--- config.mk ---
export PLATFORM = sky130hd
export DESIGN_NAME = iso_fletcher_checksum_generate_check
export DESIGN_NICKNAME = d
export VERILOG_FILES = /design/src/design/ifc_pkg.sv /design/src/design/iso_fletcher_checksum_generate_check.sv /design/src/design/ifc_front.sv /design/src/design/ifc_queue.sv /design/src/design/ifc_back.sv
export SDC_FILE = /design/constraint.sdc
export NUM_CORES = 1
export LEC_CHECK = 0
export BUFFER_PORTS_ARGS = -buffer_cell sky130_fd_sc_hd__buf_2
export CORE_MARGIN = 5
export CORE_UTILIZATION = 65
export DETAILED_ROUTE_END_ITERATION = 10
export PLACE_DENSITY = 0.81
export SYNTH_ARGS = -nofsm -noshare
export SYNTH_HDL_FRONTEND = slang
export SYNTH_SLANG_ARGS = --single-unit
export TNS_END_PERCENT = 30
--- constraint.sdc ---
create_clock -name i_clk -period 15.1 [get_ports i_clk]
set_clock_uncertainty 0.2 [all_clocks]
set_input_delay 3.02 -clock i_clk [delete_from_list [all_inputs] [get_ports i_clk]]
set_output_delay 3.02 -clock i_clk [all_outputs]
set_load 0.01 [all_outputs]
--- src/design/ifc_pkg.sv ---
// ----------------------------------------------------------------------------
// Fletcher checksum package
// Constants, register codes, the message summary type and modulo-255 helper.
// ----------------------------------------------------------------------------
package ifc_pkg;

    // Default width of the byte counter.
    localparam int LENGTH_BITS_DEF = 16;

    // Depth of the summary queue between the front and back parts.
    localparam int QUEUE_DEPTH = 4;

    // Configuration port.
    localparam int CFG_IDX_W  = 1;
    localparam int CFG_DATA_W = 16;

    localparam logic [CFG_IDX_W-1:0] CFG_VALIDATE_MODE = 1'd0;
    localparam logic [CFG_IDX_W-1:0] CFG_CHECK_OFFSET  = 1'd1;

    // Fletcher modulus.
    localparam logic [7:0] MOD_BASE = 8'd255;

    // Result word widths.
    localparam int OUT_DATA_W = 32;

    // Per-message summary handed from the front to the back.
    typedef struct packed {
        logic        validate_mode;
        logic [15:0] check_offset;
        logic [7:0]  sum2;
        logic [7:0]  sum1;
    } t_msg_sums;

    // Reduce a value below 510 to the range 0..254.
    function automatic logic [7:0] add_mod255(input logic [8:0] v);
        logic [8:0] r;
        r = (v >= {1'b0, MOD_BASE}) ? (v - {1'b0, MOD_BASE}) : v;
        return r[7:0];
    endfunction

endpackage

--- src/design/iso_fletcher_checksum_generate_check.sv ---
// ----------------------------------------------------------------------------
// ISO 8473 Fletcher checksum generator and checker
// Takes a message one byte per cycle, with tlast on its final byte, and
// gives one result word per message. In validate mode the word carries the
// raw sums (sum2 high, sum1 low); in generate mode it carries the two check
// bytes for the configured offset and their 16-bit pack, or the offset
// error flag on tuser when the check field would lie past the message end.
// Bytes are taken at one per cycle; results pass through a four-stage
// pipeline that sustains one message per cycle while the output side takes
// its results. A four-entry summary queue sits between the byte front end
// and that pipeline; input stalls only while the queue is full, which
// happens when the output side holds results back. Configuration is to be
// written only while no message is in flight; the block does not enforce it.
// ----------------------------------------------------------------------------
module iso_fletcher_checksum_generate_check #(
    parameter int LENGTH_BITS = ifc_pkg::LENGTH_BITS_DEF
) (
    input  logic                           i_clk,
    input  logic                           i_rst_n,
    input  logic                           i_cfg_we,
    input  logic [ifc_pkg::CFG_IDX_W-1:0]  i_cfg_idx,
    input  logic [ifc_pkg::CFG_DATA_W-1:0] i_cfg_data,
    input  logic                           i_s_axis_tvalid,
    output logic                           o_s_axis_tready,
    input  logic [7:0]                     i_s_axis_tdata,  // [7:0] data_byte
    input  logic                           i_s_axis_tlast,  // last_byte
    output logic                           o_m_axis_tvalid,
    input  logic                           i_m_axis_tready,
    // [15:0] checksum_value, [23:16] check_byte_high, [31:24] check_byte_low
    output logic [ifc_pkg::OUT_DATA_W-1:0] o_m_axis_tdata,
    output logic                           o_m_axis_tuser   // [0] offset_error
);
    import ifc_pkg::*;

    localparam int REC_W = $bits(t_msg_sums) + LENGTH_BITS;

    logic                   push;
    logic                   full;
    t_msg_sums              push_sums;
    logic [LENGTH_BITS-1:0] push_len;
    logic                   pop;
    logic                   q_valid;
    logic [REC_W-1:0]       q_data;
    t_msg_sums              pop_sums;
    logic [LENGTH_BITS-1:0] pop_len;

    // Byte intake and running sums.
    ifc_front #(
        .LENGTH_BITS(LENGTH_BITS)
    ) u_front (
        .i_clk           (i_clk),
        .i_rst_n         (i_rst_n),
        .i_cfg_we        (i_cfg_we),
        .i_cfg_idx       (i_cfg_idx),
        .i_cfg_data      (i_cfg_data),
        .i_s_axis_tvalid (i_s_axis_tvalid),
        .o_s_axis_tready (o_s_axis_tready),
        .i_s_axis_tdata  (i_s_axis_tdata),
        .i_s_axis_tlast  (i_s_axis_tlast),
        .i_q_full        (full),
        .o_q_push        (push),
        .o_q_sums        (push_sums),
        .o_q_len         (push_len)
    );

    // Summary queue.
    ifc_queue #(
        .DATA_W(REC_W),
        .DEPTH (QUEUE_DEPTH)
    ) u_queue (
        .i_clk   (i_clk),
        .i_rst_n (i_rst_n),
        .i_push  (push),
        .i_data  ({push_sums, push_len}),
        .o_full  (full),
        .i_pop   (pop),
        .o_valid (q_valid),
        .o_data  (q_data)
    );

    assign pop_sums = q_data[REC_W-1:LENGTH_BITS];
    assign pop_len  = q_data[LENGTH_BITS-1:0];

    // Result pipeline.
    ifc_back #(
        .LENGTH_BITS(LENGTH_BITS)
    ) u_back (
        .i_clk           (i_clk),
        .i_rst_n         (i_rst_n),
        .i_q_valid       (q_valid),
        .i_q_sums        (pop_sums),
        .i_q_len         (pop_len),
        .o_q_pop         (pop),
        .o_m_axis_tvalid (o_m_axis_tvalid),
        .i_m_axis_tready (i_m_axis_tready),
        .o_m_axis_tdata  (o_m_axis_tdata),
        .o_m_axis_tuser  (o_m_axis_tuser)
    );

endmodule

--- src/design/ifc_front.sv ---
// ----------------------------------------------------------------------------
// Fletcher checksum front part
// Holds the configuration, accepts message bytes, keeps the running sums and
// byte count, and pushes one summary per message into the queue.
// ----------------------------------------------------------------------------
module ifc_front #(
    parameter int LENGTH_BITS = ifc_pkg::LENGTH_BITS_DEF
) (
    input  logic                           i_clk,
    input  logic                           i_rst_n,
    input  logic                           i_cfg_we,
    input  logic [ifc_pkg::CFG_IDX_W-1:0]  i_cfg_idx,
    input  logic [ifc_pkg::CFG_DATA_W-1:0] i_cfg_data,
    input  logic                           i_s_axis_tvalid,
    output logic                           o_s_axis_tready,
    input  logic [7:0]                     i_s_axis_tdata,  // [7:0] data_byte
    input  logic                           i_s_axis_tlast,
    input  logic                           i_q_full,
    output logic                           o_q_push,
    output ifc_pkg::t_msg_sums             o_q_sums,
    output logic [LENGTH_BITS-1:0]         o_q_len
);
    import ifc_pkg::*;

    logic                   r_validate_mode;
    logic [15:0]            r_check_offset;
    logic [7:0]             r_sum1;
    logic [7:0]             r_sum2;
    logic [LENGTH_BITS-1:0] r_count;

    logic [7:0]             n_sum1;
    logic [7:0]             n_sum2;
    logic [LENGTH_BITS-1:0] n_count;
    logic                   accept;

    // Running sums modulo 255 and a saturating byte count.
    always_comb begin
        n_sum1  = add_mod255({1'b0, r_sum1} + {1'b0, i_s_axis_tdata});
        n_sum2  = add_mod255({1'b0, r_sum2} + {1'b0, n_sum1});
        n_count = (&r_count) ? r_count : (r_count + LENGTH_BITS'(1));
    end

    // A byte is taken whenever the queue has room for a summary.
    assign o_s_axis_tready = !i_q_full;
    assign accept          = i_s_axis_tvalid && !i_q_full;

    // The last byte of a message pushes the updated sums and length.
    assign o_q_push               = accept && i_s_axis_tlast;
    assign o_q_sums.validate_mode = r_validate_mode;
    assign o_q_sums.check_offset  = r_check_offset;
    assign o_q_sums.sum2          = n_sum2;
    assign o_q_sums.sum1          = n_sum1;
    assign o_q_len                = n_count;

    // Configuration registers and message state.
    always_ff @(posedge i_clk) begin
        if (!i_rst_n) begin
            r_validate_mode <= 1'b0;
            r_check_offset  <= 16'd0;
            r_sum1          <= 8'd0;
            r_sum2          <= 8'd0;
            r_count         <= '0;
        end else begin
            if (i_cfg_we) begin
                case (i_cfg_idx)
                    CFG_VALIDATE_MODE: r_validate_mode <= i_cfg_data[0];
                    CFG_CHECK_OFFSET:  r_check_offset  <= i_cfg_data[15:0];
                    default: ;
                endcase
            end
            if (accept) begin
                if (i_s_axis_tlast) begin
                    r_sum1  <= 8'd0;
                    r_sum2  <= 8'd0;
                    r_count <= '0;
                end else begin
                    r_sum1  <= n_sum1;
                    r_sum2  <= n_sum2;
                    r_count <= n_count;
                end
            end
        end
    end

endmodule

--- src/design/ifc_queue.sv ---
// ----------------------------------------------------------------------------
// Fletcher checksum summary queue
// Small first-in first-out buffer of message summaries between the front
// and back parts, so that each side can stall on its own.
// ----------------------------------------------------------------------------
module ifc_queue #(
    parameter int DATA_W = 1,
    parameter int DEPTH  = ifc_pkg::QUEUE_DEPTH
) (
    input  logic              i_clk,
    input  logic              i_rst_n,
    input  logic              i_push,
    input  logic [DATA_W-1:0] i_data,
    output logic              o_full,
    input  logic              i_pop,
    output logic              o_valid,
    output logic [DATA_W-1:0] o_data
);
    import ifc_pkg::*;

    localparam int PTR_W = (DEPTH > 1) ? $clog2(DEPTH) : 1;
    localparam int CNT_W = $clog2(DEPTH + 1);

    logic [DATA_W-1:0] r_mem [DEPTH];
    logic [PTR_W-1:0]  r_wr_ptr;
    logic [PTR_W-1:0]  r_rd_ptr;
    logic [CNT_W-1:0]  r_count;

    logic do_push;
    logic do_pop;

    assign o_full  = (r_count == CNT_W'(DEPTH));
    assign o_valid = (r_count != '0);
    assign o_data  = r_mem[r_rd_ptr];
    assign do_push = i_push && !o_full;
    assign do_pop  = i_pop && o_valid;

    // Storage for queued summaries.
    always_ff @(posedge i_clk) begin
        if (do_push) begin
            r_mem[r_wr_ptr] <= i_data;
        end
    end

    // Pointers and fill count.
    always_ff @(posedge i_clk) begin
        if (!i_rst_n) begin
            r_wr_ptr <= '0;
            r_rd_ptr <= '0;
            r_count  <= '0;
        end else begin
            if (do_push) begin
                r_wr_ptr <= (r_wr_ptr == PTR_W'(DEPTH - 1)) ? '0 : (r_wr_ptr + PTR_W'(1));
            end
            if (do_pop) begin
                r_rd_ptr <= (r_rd_ptr == PTR_W'(DEPTH - 1)) ? '0 : (r_rd_ptr + PTR_W'(1));
            end
            case ({do_push, do_pop})
                2'b10:   r_count <= r_count + CNT_W'(1);
                2'b01:   r_count <= r_count - CNT_W'(1);
                default: r_count <= r_count;
            endcase
        end
    end

endmodule

--- src/design/ifc_back.sv ---
// ----------------------------------------------------------------------------
// Fletcher checksum back part
// Four-stage pipeline that turns a message summary into the result word:
// offset check, length reduction modulo 255, product, check bytes.
// ----------------------------------------------------------------------------
module ifc_back #(
    parameter int LENGTH_BITS = ifc_pkg::LENGTH_BITS_DEF
) (
    input  logic                           i_clk,
    input  logic                           i_rst_n,
    input  logic                           i_q_valid,
    input  ifc_pkg::t_msg_sums             i_q_sums,
    input  logic [LENGTH_BITS-1:0]         i_q_len,
    output logic                           o_q_pop,
    output logic                           o_m_axis_tvalid,
    input  logic                           i_m_axis_tready,
    // [15:0] checksum_value, [23:16] check_byte_high, [31:24] check_byte_low
    output logic [ifc_pkg::OUT_DATA_W-1:0] o_m_axis_tdata,
    output logic                           o_m_axis_tuser   // [0] offset_error
);
    import ifc_pkg::*;

    localparam int CMP_W = ((LENGTH_BITS > 16) ? LENGTH_BITS : 16) + 2;
    localparam int NB    = (CMP_W + 7) / 8;
    localparam int PAD_W = NB * 8;
    localparam int SUM_W = 8 + $clog2(NB) + 1;

    // Stage registers.
    logic             r_a_valid, r_b_valid, r_c_valid, r_out_valid;
    t_msg_sums        r_a_sums, r_b_sums, r_c_sums;
    logic             r_a_err, r_b_err, r_c_err, r_out_err;
    logic [CMP_W-1:0] r_a_diff;
    logic [7:0]       r_b_k;
    logic [15:0]      r_c_t;
    logic [OUT_DATA_W-1:0] r_out_data;

    // Next values.
    logic             adv;
    logic [CMP_W-1:0] len_x;
    logic [CMP_W-1:0] off_x;
    logic             n_a_err;
    logic [CMP_W-1:0] n_a_diff;
    logic [PAD_W-1:0] pad;
    logic [SUM_W-1:0] bsum;
    logic [8:0]       kfold;
    logic [7:0]       n_b_k;
    logic [15:0]      prod;
    logic [15:0]      n_c_t;
    logic [8:0]       xf;
    logic [8:0]       xg;
    logic [7:0]       xr;
    logic [7:0]       xv;
    logic [9:0]       yw;
    logic [9:0]       yr;
    logic [OUT_DATA_W-1:0] n_out_data;

    // The whole pipeline moves when the output register is free.
    assign adv     = !r_out_valid || i_m_axis_tready;
    assign o_q_pop = adv && i_q_valid;

    // Stage A: offset check and distance from check byte to message end.
    always_comb begin
        len_x    = CMP_W'(i_q_len);
        off_x    = CMP_W'(i_q_sums.check_offset);
        n_a_err  = (off_x + CMP_W'(2)) > len_x;
        n_a_diff = len_x - off_x - CMP_W'(1);
    end

    // Stage B: distance modulo 255 by summing its bytes (256 is 1 mod 255).
    always_comb begin
        pad  = PAD_W'(r_a_diff);
        bsum = '0;
        for (int i = 0; i < NB; i++) begin
            bsum = bsum + SUM_W'(pad[i*8 +: 8]);
        end
        kfold = 9'(bsum[7:0]) + 9'(bsum[SUM_W-1:8]);
        n_b_k = add_mod255(kfold);
    end

    // Stage C: k * sum1 + 255 - sum2, at most 64771.
    always_comb begin
        prod  = 16'(r_b_k) * 16'(r_b_sums.sum1);
        n_c_t = prod + 16'(MOD_BASE) - 16'(r_b_sums.sum2);
    end

    // Stage D: reduce to x, zero becomes 255, then y, and select the result.
    always_comb begin
        xf = 9'(r_c_t[7:0]) + 9'(r_c_t[15:8]);
        xg = 9'(xf[7:0]) + 9'(xf[8]);
        xr = add_mod255(xg);
        xv = (xr == 8'd0) ? MOD_BASE : xr;
        yw = 10'd510 - 10'(r_c_sums.sum1) - 10'(xv);
        yr = (yw > 10'd255) ? (yw - 10'd255) : yw;
        if (r_c_sums.validate_mode) begin
            n_out_data = {16'd0, r_c_sums.sum2, r_c_sums.sum1};
        end else if (r_c_err) begin
            n_out_data = '0;
        end else begin
            n_out_data = {yr[7:0], xv, xv, yr[7:0]};
        end
    end

    // Valid bits of the stages.
    always_ff @(posedge i_clk) begin
        if (!i_rst_n) begin
            r_a_valid   <= 1'b0;
            r_b_valid   <= 1'b0;
            r_c_valid   <= 1'b0;
            r_out_valid <= 1'b0;
        end else if (adv) begin
            r_a_valid   <= i_q_valid;
            r_b_valid   <= r_a_valid;
            r_c_valid   <= r_b_valid;
            r_out_valid <= r_c_valid;
        end
    end

    // Stage payload.
    always_ff @(posedge i_clk) begin
        if (adv) begin
            r_a_sums   <= i_q_sums;
            r_a_err    <= n_a_err;
            r_a_diff   <= n_a_diff;
            r_b_sums   <= r_a_sums;
            r_b_err    <= r_a_err;
            r_b_k      <= n_b_k;
            r_c_sums   <= r_b_sums;
            r_c_err    <= r_b_err;
            r_c_t      <= n_c_t;
            r_out_data <= n_out_data;
            r_out_err  <= r_c_err && !r_c_sums.validate_mode;
        end
    end

    assign o_m_axis_tvalid = r_out_valid;
    assign o_m_axis_tdata  = r_out_data;
    assign o_m_axis_tuser  = r_out_err;

endmodule

# Yosys cells after proc, flatten, opt, wreduce, memory -nomap -nowiden
# Memories as Yosys holds them, arrays and structs flattened. A register that Yosys moved wholly into a read port is not among the register bits.
# Index checks and enable logic that the tools add are counted.
# word_totals
regBits	189
latchBits	0
ramBits	196
rom_bits	0
inputBits	31
out_inout_bits	35
elab_cells	104
mem_count	1
# classes
n_addsub	24
multipliers	1
n_div	0
magnitude_cmp	6
eq_ne	5
shifts	0
n_mux	19
n_bitwise	1
n_reduce_logical	17
# mem_list
name	depth	width	rd	rd_ports_with_merged_regs	write_ports	line_no	text
u_queue.r_mem	4	49	1	1	1	ifc_queue.sv:24	logic [DATA_W-1:0] r_mem [DEPTH];
# op_table
operator	n
16-bit 2-to-1 mux	4
8-bit 2-to-1 mux	8
8-bit subtractor, second input constant	5
8-bit by 8-bit adder with 9-bit output	4
9-bit by 8-bit greater-or-equal comparator with 1-bit output, second input constant	4
18-bit by 16-bit greater-than comparator with 1-bit output	1
18-bit by 1-bit subtractor with 18-bit output, second input constant	1
16-bit by 2-bit adder with 17-bit output, second input constant	1
16-bit by 16-bit subtractor with 17-bit output	1
16-bit by 1-bit adder with 16-bit output, second input constant	1
16-bit by 8-bit adder with 16-bit output, second input constant	1
8-bit by 8-bit multiplier with 16-bit output	1
16-bit AND reduction	1
16-bit by 8-bit subtractor with 16-bit output	1
11-bit by 2-bit adder with 11-bit output	1
10-bit by 8-bit greater-than comparator with 1-bit output, second input constant	1
10-bit by 8-bit subtractor with 10-bit output	1
9-bit by 8-bit subtractor with 10-bit output, first input constant	1
8-bit by 1-bit adder with 9-bit output	1
8-bit by 3-bit adder with 9-bit output	1
8-bit logical NOT	1
2-bit 2-to-1 mux	4
2-bit equality test, second input constant	3
1-bit logical AND	6
other kinds (14)	19

# Logic depth before layout (Yosys ltp)
# Gate-level depths: netlist of run 1.
# depth
depth_word	11
depth_mapped	30
mapped_depth_nobuf	29

# Modules after synthesis
# A second synthesis of run 1 with hierarchy kept.
# unflattened
cells_unflattened	1695
area_unflattened_um2	21366.7
# modules_own_cells
module	n_inst	cells_per_inst	area_each_um2	seq_area_each_um2
ifc_back	1	968	10402.5	3953.8
ifc_queue	1	312	7581.0	6065.8
ifc_front	1	415	3383.2	980.9

# Worst setup path after synthesis of run 1
# No wires, ideal clock.
# synth_path
path_type	input to register
start	in i_s_axis_tdata[0]
end	reg u_front.r_sum2[2]
setup_ns	0.117
t_arrival_ns	8.003
path_slack_ns	6.780
cell_stages	20
path_cell_list	ha_1 -> fa_1 -> a21o_1 -> a21o_1 -> a211o_1 -> a211oi_1 -> nand2_1 -> o31ai_2 -> mux2i_1 -> inv_1 -> ha_1 -> a21o_1 -> a21oi_1 -> o21ai_0 -> a2111oi_0 -> or3_1 -> xnor2_1 -> nand4_1 -> a311o_1 -> a22o_1
# synth_rtl
item	line_no	text
start: declaration	iso_fletcher_checksum_generate_check.sv:25	input logic [7:0] i_s_axis_tdata,
end signal: assignment	ifc_front.sv:78	r_sum2 <= n_sum2;
end: declaration	ifc_front.sv:28	logic [7:0] r_sum2;

==> run summary, run 1 <==
IO buf count -> 65
Avg WL per Cell -> 18.8 um
critical-path cell list -> buf_2 -> ha_1 -> fa_1 -> a21o_1 -> a21o_1 -> a211o_1 -> a211oi_1 -> nand2_1 -> o31ai_2 -> mux2i_1 -> inv_1 -> ha_1 -> a21o_1 -> a21oi_1 -> o21ai_0 -> a2111oi_0 -> or3_1 -> xnor2_1 -> a41oi_1 -> nor2_1 -> xnor2_1
Synth Cell Area -> 0.0214 sq mm
Synth Flop Type -> edfxtp_1
#FFs+latches synth -> 387
CP max FO -> 7
crit path launch type -> input port
crit path DAT -> 8.72 ns
non-filler cells, final -> 2264
hold worst-path end -> u_back.r_b_sums[15]
# rows -> 66
Final ANT Viol Nets -> 0
clock sink count -> 387
TritonCTS clock tree -> built
first-pass GRT wire length -> 69400 um
Area Growth Syn to Fin -> 9.64%
CP max stage cell -> o31ai_2
syn_nets -> 1953
Worst-path clk slew -> 0.06 ns
WL final -> 42600 um
clock latency on the worst-skew pair -> 0.55 ns
Syn Area/Cell -> 12.5 sq um
Worst-Margin Slew -> 1.14 ns
top cell type's share of synthesized area -> 0.455
Initial Util -> 0.659
final hold vios -> 0
final net count -> 2025
WP data required -> 15.20 ns
Synth Instances -> 1719
H-tree depth -> 2
DR iter-0 viols -> 980
post-DP HPWL -> 29100 um
Vias/cell -> 6.06
critical path's most frequent cell -> a21o_1
R2R depth -> 30
min-delay src -> u_back.r_a_sums[15]
Syn. warnings -> 0
vias in the first global route -> 13700
Post-synth EDFFs -> 325
worst hold path class -> reg2reg
full die area -> 0.0367 sq mm
min Tclk post-route -> 8.61 ns
Placer Congestion -> 0.863
Max-cap violations -> 0
reg2reg start -> u_back.r_c_t[8]
Cells after DPL -> 2190
fin crit share -> 0.570
Netlist cell types -> 94
RSZ-0062 raised after global routing -> no
diode count -> 0
setup bufs post-CTS -> 0
GRT Residual Overflow -> 0
initial antenna violation count -> 0
Hold Buf Count CTS -> 0
Worst Setup End Kind -> register
sequential share of the synthesized area -> 0.513
IO Count -> 66
Die Span Y -> 192 um
Reg2Reg Capture Point -> u_back.o_m_axis_tdata[4]
Slew headroom -> 0.235
Synth area leaders -> edfxtp_1 (46%), ha_1 (8.9%), dfxtp_1 (5.8%)
Num CTS Buffers -> 41
outcome -> complete, no violations
fraction of layout cells with a size suffix above 1 -> 0.132
hold depth -> 0
die width -> 192 um
FMAX -> 116 MHz
DRT Pass-1 Iters -> 5
Vias -> 13700
largest net degree at the start of global routing -> 70
Clock Tree Root -> clkbuf_16
asr flop ratio synth -> 0
CP max stage delay -> 0.55 ns
post-cts sizing count -> 0
crit path kind -> in2reg
setup violators final -> 0
core area -> 0.0325 sq mm
GRT Util Overall -> 0.236
DRC -> 0
Max Transition Viols Final -> 0
R2R Setup Slk -> 7.35 ns
area leader, netlist -> edfxtp_1
CTS max path bufs -> 3
setup TNS -> 0 ns
## per-layer routing
| layer | global-route usage | vias to the layer above | part of all wire |
|---|---|---|---|
| met1 | 0.322 | 6730 | 0.42 |
| met2 | 0.405 | 421 | 0.50 |
| met3 | 0.0302 | 87 | 0.057 |
| met5 | 0 | - | 0 |
| li1 | - | 6480 | - |
| met4 | 0.0610 | 0 | 0.023 |
## logic make-up after synthesis
group,after synthesis,share of synthesized area
AND/OR/NAND/NOR,479,0.113
flip-flops,387,0.513
AO/OA/AOI/OAI,288,0.0973
adder cells (fa/ha/maj),203,0.136
buffers and inverters,179,0.0316
XOR/XNOR,118,0.0493
multiplexers,65,0.0592
## how the worst max path moves through the flow
stage,start,slack [ns],end
detailed placement,i_s_axis_tdata[0],5.96,u_queue.r_mem[3][28]
global route,i_s_axis_tdata[0],6.02,u_queue.r_mem[1][29]
finish,i_s_axis_tdata[0],6.49,u_queue.r_mem[3][28]
floorplan,i_s_axis_tdata[0],6.78,u_front.r_sum2[2]
CTS,i_s_axis_tdata[0],6.49,u_queue.r_mem[1][29]
global placement,i_s_axis_tdata[0],6.19,u_queue.r_mem[0][29]
## stage by stage
| stage | hold WS, ns | utilization | setup slack (ns) | instance area (sq um) |
|---|---|---|---|---|
| global route | 0.227 | 0.722 | 6.02 | 23500 |
| CTS | 0.219 | 0.722 | 6.49 | 23500 |
| global placement | 0.202 | 0.683 | 6.19 | 22200 |
| finish | 0.219 | 0.722 | 6.49 | 23500 |
| detailed placement | 0.205 | 0.683 | 5.96 | 22200 |
| floorplan | 0.200 | - | 6.78 | 21400 |
## area by class of cell
| cell class | count | area (sq um) |
|---|---|---|
| tap | 442 | 553 |
| clock inverter | 23 | 183 |
| inverter | 135 | 509 |
| clock buffer | 51 | 1100 |
| fill | 2113 | 9030 |
| multi-input combinational | 1153 | 9760 |
| sequential | 387 | 11000 |
| timing repair buffer | 73 | 385 |
## cell usage after synthesis, types with 10 or more instances
library cell    n
nand4_1        19
edfxtp_1      325
mux4_2         49
or2_2          12
o21ai_0        44
a22oi_1        12
fa_1           51
xnor2_1        83
nor3_1         32
nor2b_1        29
a22o_1         12
clkbuf_1       38
nand2_1       146
nor2_1         90
a21o_1         33
a21oi_1        56
a211oi_1       10
nand3_1        34
xor2_1         33
and2_1         43
inv_1         135
dfxtp_1        62
ha_1          152
a21boi_0       21
and3_1         15
mux2i_1        12
## sequential cells by signal, summed over array words and instances, names as in the netlist, 2 cells and up, named ones only
signal,cells
u_back.o_m_axis_tdata,32
u_back.r_a_diff,18
u_back.r_a_sums,17
u_back.r_b_k,8
u_back.r_b_sums,17
u_back.r_c_sums,17
u_back.r_c_t,16
u_front.r_check_offset,16
u_front.r_count,16
u_front.r_sum1,8
u_front.r_sum2,8
u_queue.r_count,3
u_queue.r_mem,196
u_queue.r_rd_ptr,2
u_queue.r_wr_ptr,2
## worst max-delay path: cells and delay by family
kind,cells,cell delay (ns)
muxes,1,0.44
adders and majority gates,3,0.92
buffers and inverters,2,0.26
AOI/OAI and AO/OA,10,3.13
and+or+nand+nor,3,0.45
xor gates and xnor gates,2,0.49
## cell usage in the layout (no fill, tap or decap), types with 29 or more instances in the layout
cell type  instances
nand3_1           34
buf_2             65
mux4_2            49
nand2_1          146
clkbuf_16         41
nor3_1            32
inv_1            134
a21o_1            33
and2_1            43
nor2b_1           29
fa_1              51
ha_1             152
o21ai_0           44
edfxtp_1         325
xor2_1            33
nor2_1            90
xnor2_1           83
dfxtp_1           60
a21oi_1           56
Power of run 1 is left out: the tool's default activity adds up to more than one toggle a clock period on the data nets, which glitch-free logic cannot reach.
==> inputs of run 2 (changes only) <==
CORE_UTILIZATION = 57   (was 65)
PLACE_DENSITY = 0.75   (was 0.81)
clock period = 7.2 ns   (was 15.1 ns; I/O delays follow)
==> run summary, run 2 (synthesis results as in run 1) <==
Vias -> 13500 (was 13700)
TritonCTS clock tree -> built (unchanged)
met1 GRT Util -> 0.271 (was 0.322)
initial antenna violation count -> 0 (unchanged)
DR iter-0 viols -> 677 (was 980)
Area Growth Syn to Fin -> 11.4% (was 9.64%)
Num CTS Buffers -> 41 (unchanged)
min-delay src -> u_back.r_a_sums[1] (was u_back.r_a_sums[15])
Final ANT Viol Nets -> 0 (unchanged)
WP data required -> 7.29 ns (was 15.20 ns)
diode count -> 0 (unchanged)
CP max stage cell -> fa_1 (was o31ai_2)
crit path launch type -> register (was input port)
GRT Residual Overflow -> 0 (unchanged)
CP bufs+invs -> 2 (unchanged)
final hold vios -> 0 (unchanged)
Avg WL per Cell -> 17.7 um (was 18.8 um)
Max Transition Viols Final -> 0 (unchanged)
M2 GR Usage -> 0.341 (was 0.405)
grt met3 use -> 0.0384 (was 0.0302)
DRC -> 0 (unchanged)
number of flip-flops in the largest register -> 196 (unchanged)
IO Count -> 66 (unchanged)
Worst-Margin Slew -> 1.08 ns (was 1.14 ns)
fin crit share -> 0.957
Largest Register -> u_queue.r_mem (unchanged)
CP max stage delay -> 0.43 ns (was 0.55 ns)
Vias/cell -> 5.75 (was 6.06)
Largest delay share family, worst path -> adder cells (was compound AO/OA/AOI/OAI gates)
vias in the first global route -> 13800 (was 13700)
GRT Util Overall -> 0.202 (was 0.236)
R2R depth -> 29 (was 30)
Die Span Y -> 204 um (was 192 um)
GR peak layer -> met2 (unchanged)
Place WS -> -0.192 ns (was 5.96 ns)
post-DP HPWL -> 29300 um (was 29100 um)
clock sink count -> 387 (unchanged)
Max-cap violations -> 0 (unchanged)
die width -> 204 um (was 192 um)
crit path kind -> reg2reg (was in2reg)
IO buf count -> 65 (unchanged)
final net count -> 2039 (was 2025)
Post-Layout Inst Area -> 0.0239 sq mm (was 0.0235 sq mm)
CP max FO -> 5 (was 7)
most frequent cells in the layout -> edfxtp_1 (325), ha_1 (151), nand2_1 (146) (was edfxtp_1 (325), ha_1 (152), nand2_1 (146))
DRT Pass-1 Iters -> 7 (was 5)
reg2reg start -> u_back.r_c_t[0] (was u_back.r_c_t[8])
fraction of layout cells with a size suffix above 1 -> 0.146 (was 0.132)
outcome -> complete, no violations (unchanged)
Worst-path clk slew -> 0.07 ns (was 0.06 ns)
Post-DP Area -> 0.0224 sq mm (was 0.0222 sq mm)
hold worst-path end -> u_back.r_b_sums[1] (was u_back.r_b_sums[15])
largest net degree at the start of global routing -> 81 (was 70)
H-tree depth -> 2 (unchanged)
setup TNS -> 0 ns (unchanged)
WL final -> 41700 um (was 42600 um)
Reg2Reg Capture Point -> u_back.o_m_axis_tdata[4] (unchanged)
Worst Setup End Kind -> register (unchanged)
min Tclk post-route -> 6.89 ns
setup violators final -> 0 (unchanged)
# rows -> 71 (was 66)
Placer Congestion -> 0.863 (about the same)
clock latency on the worst-skew pair -> 0.57 ns (was 0.55 ns)
crit path DAT -> 6.98 ns (was 8.72 ns)
FMAX -> 145 MHz
R2R Setup Slk -> 0.31 ns (was 7.35 ns)
critical path's most frequent cell -> ha_1 (was a21o_1)
worst hold path class -> reg2reg (unchanged)
Slew headroom -> 0.280 (was 0.235)
Clock Tree Root -> clkbuf_16 (unchanged)
leading cell type in the layout, fill and taps excluded -> edfxtp_1 (unchanged)
Initial Util -> 0.573 (was 0.659)
setup ws final -> 0.308 ns (was 6.49 ns)
hold depth -> 0 (unchanged)
core area -> 0.0374 sq mm (was 0.0325 sq mm)
first-pass GRT wire length -> 68300 um (was 69400 um)
full die area -> 0.0416 sq mm (was 0.0367 sq mm)
CTS max path bufs -> 3 (unchanged)
## run 2: metrics by stage
step	std cells	hold WS (ns)	util
after floorplan	1719	0.200	-
after global placement	2270	0.203	0.599
after detailed placement	2270	0.205	0.599
after CTS	2346	0.213	0.636
after global routing	2349	0.234	0.638
final	2349	0.214	0.638
## run 2: worst register-to-register path: cells and delay by family, from the launching register on
family	cells	cell delay, ns
adders and majority gates	8	2.34
AOI/OAI and AO/OA	12	1.88
and+or+nand+nor	6	1.49
DFF	1	0.38
xor gates and xnor gates	1	0.21
buffers and inverters	2	0.14
## run 2: worst max-delay path by stage
stage,slack (ns),endpoint,startpoint,depth (start not counted)
after global routing,-0.06,u_back.o_m_axis_tdata[3],u_back.r_c_t[0],30
after global placement,0.12,u_back.o_m_axis_tdata[4],u_back.r_c_t[0],29
after CTS,0.04,u_back.o_m_axis_tdata[5],u_back.r_c_t[0],27
after detailed placement,-0.19,u_back.o_m_axis_tdata[4],u_back.r_c_t[0],29
after floorplan,0.26,u_back.o_m_axis_tdata[4],u_back.r_c_t[0],30
final,0.31,u_back.o_m_axis_tdata[4],u_back.r_c_t[0],29
## run 2: final cells by class
type,instances,area (sq um)
inverters,135,509
clock buffers,54,1120
multi-input cells,1153,9840
flip-flops and latches,387,11000
well taps,511,639
repair buffers,87,490
clock inverters,22,268
fillers,2729,13500
## run 2: repair_timing
action / CTS / global route
endpoints found under the setup margin: 10 / 16
endpoints found under the hold margin: 0 / 0
cloned: 0 / 0
pin swaps: 1 / 5
buffers inserted: 0 / 3
resized for setup: 4 / 13
hold buffers: 0 / 0
## run 2: metal layers
layer / vias up / routed length (um)
met1: 6620 / 18100
met5: - / 0
met2: 307 / 20500
li1: 6506 / -
met3: 69 / 2230
met4: 0 / 907
Power of run 2 is left out for the same reason.
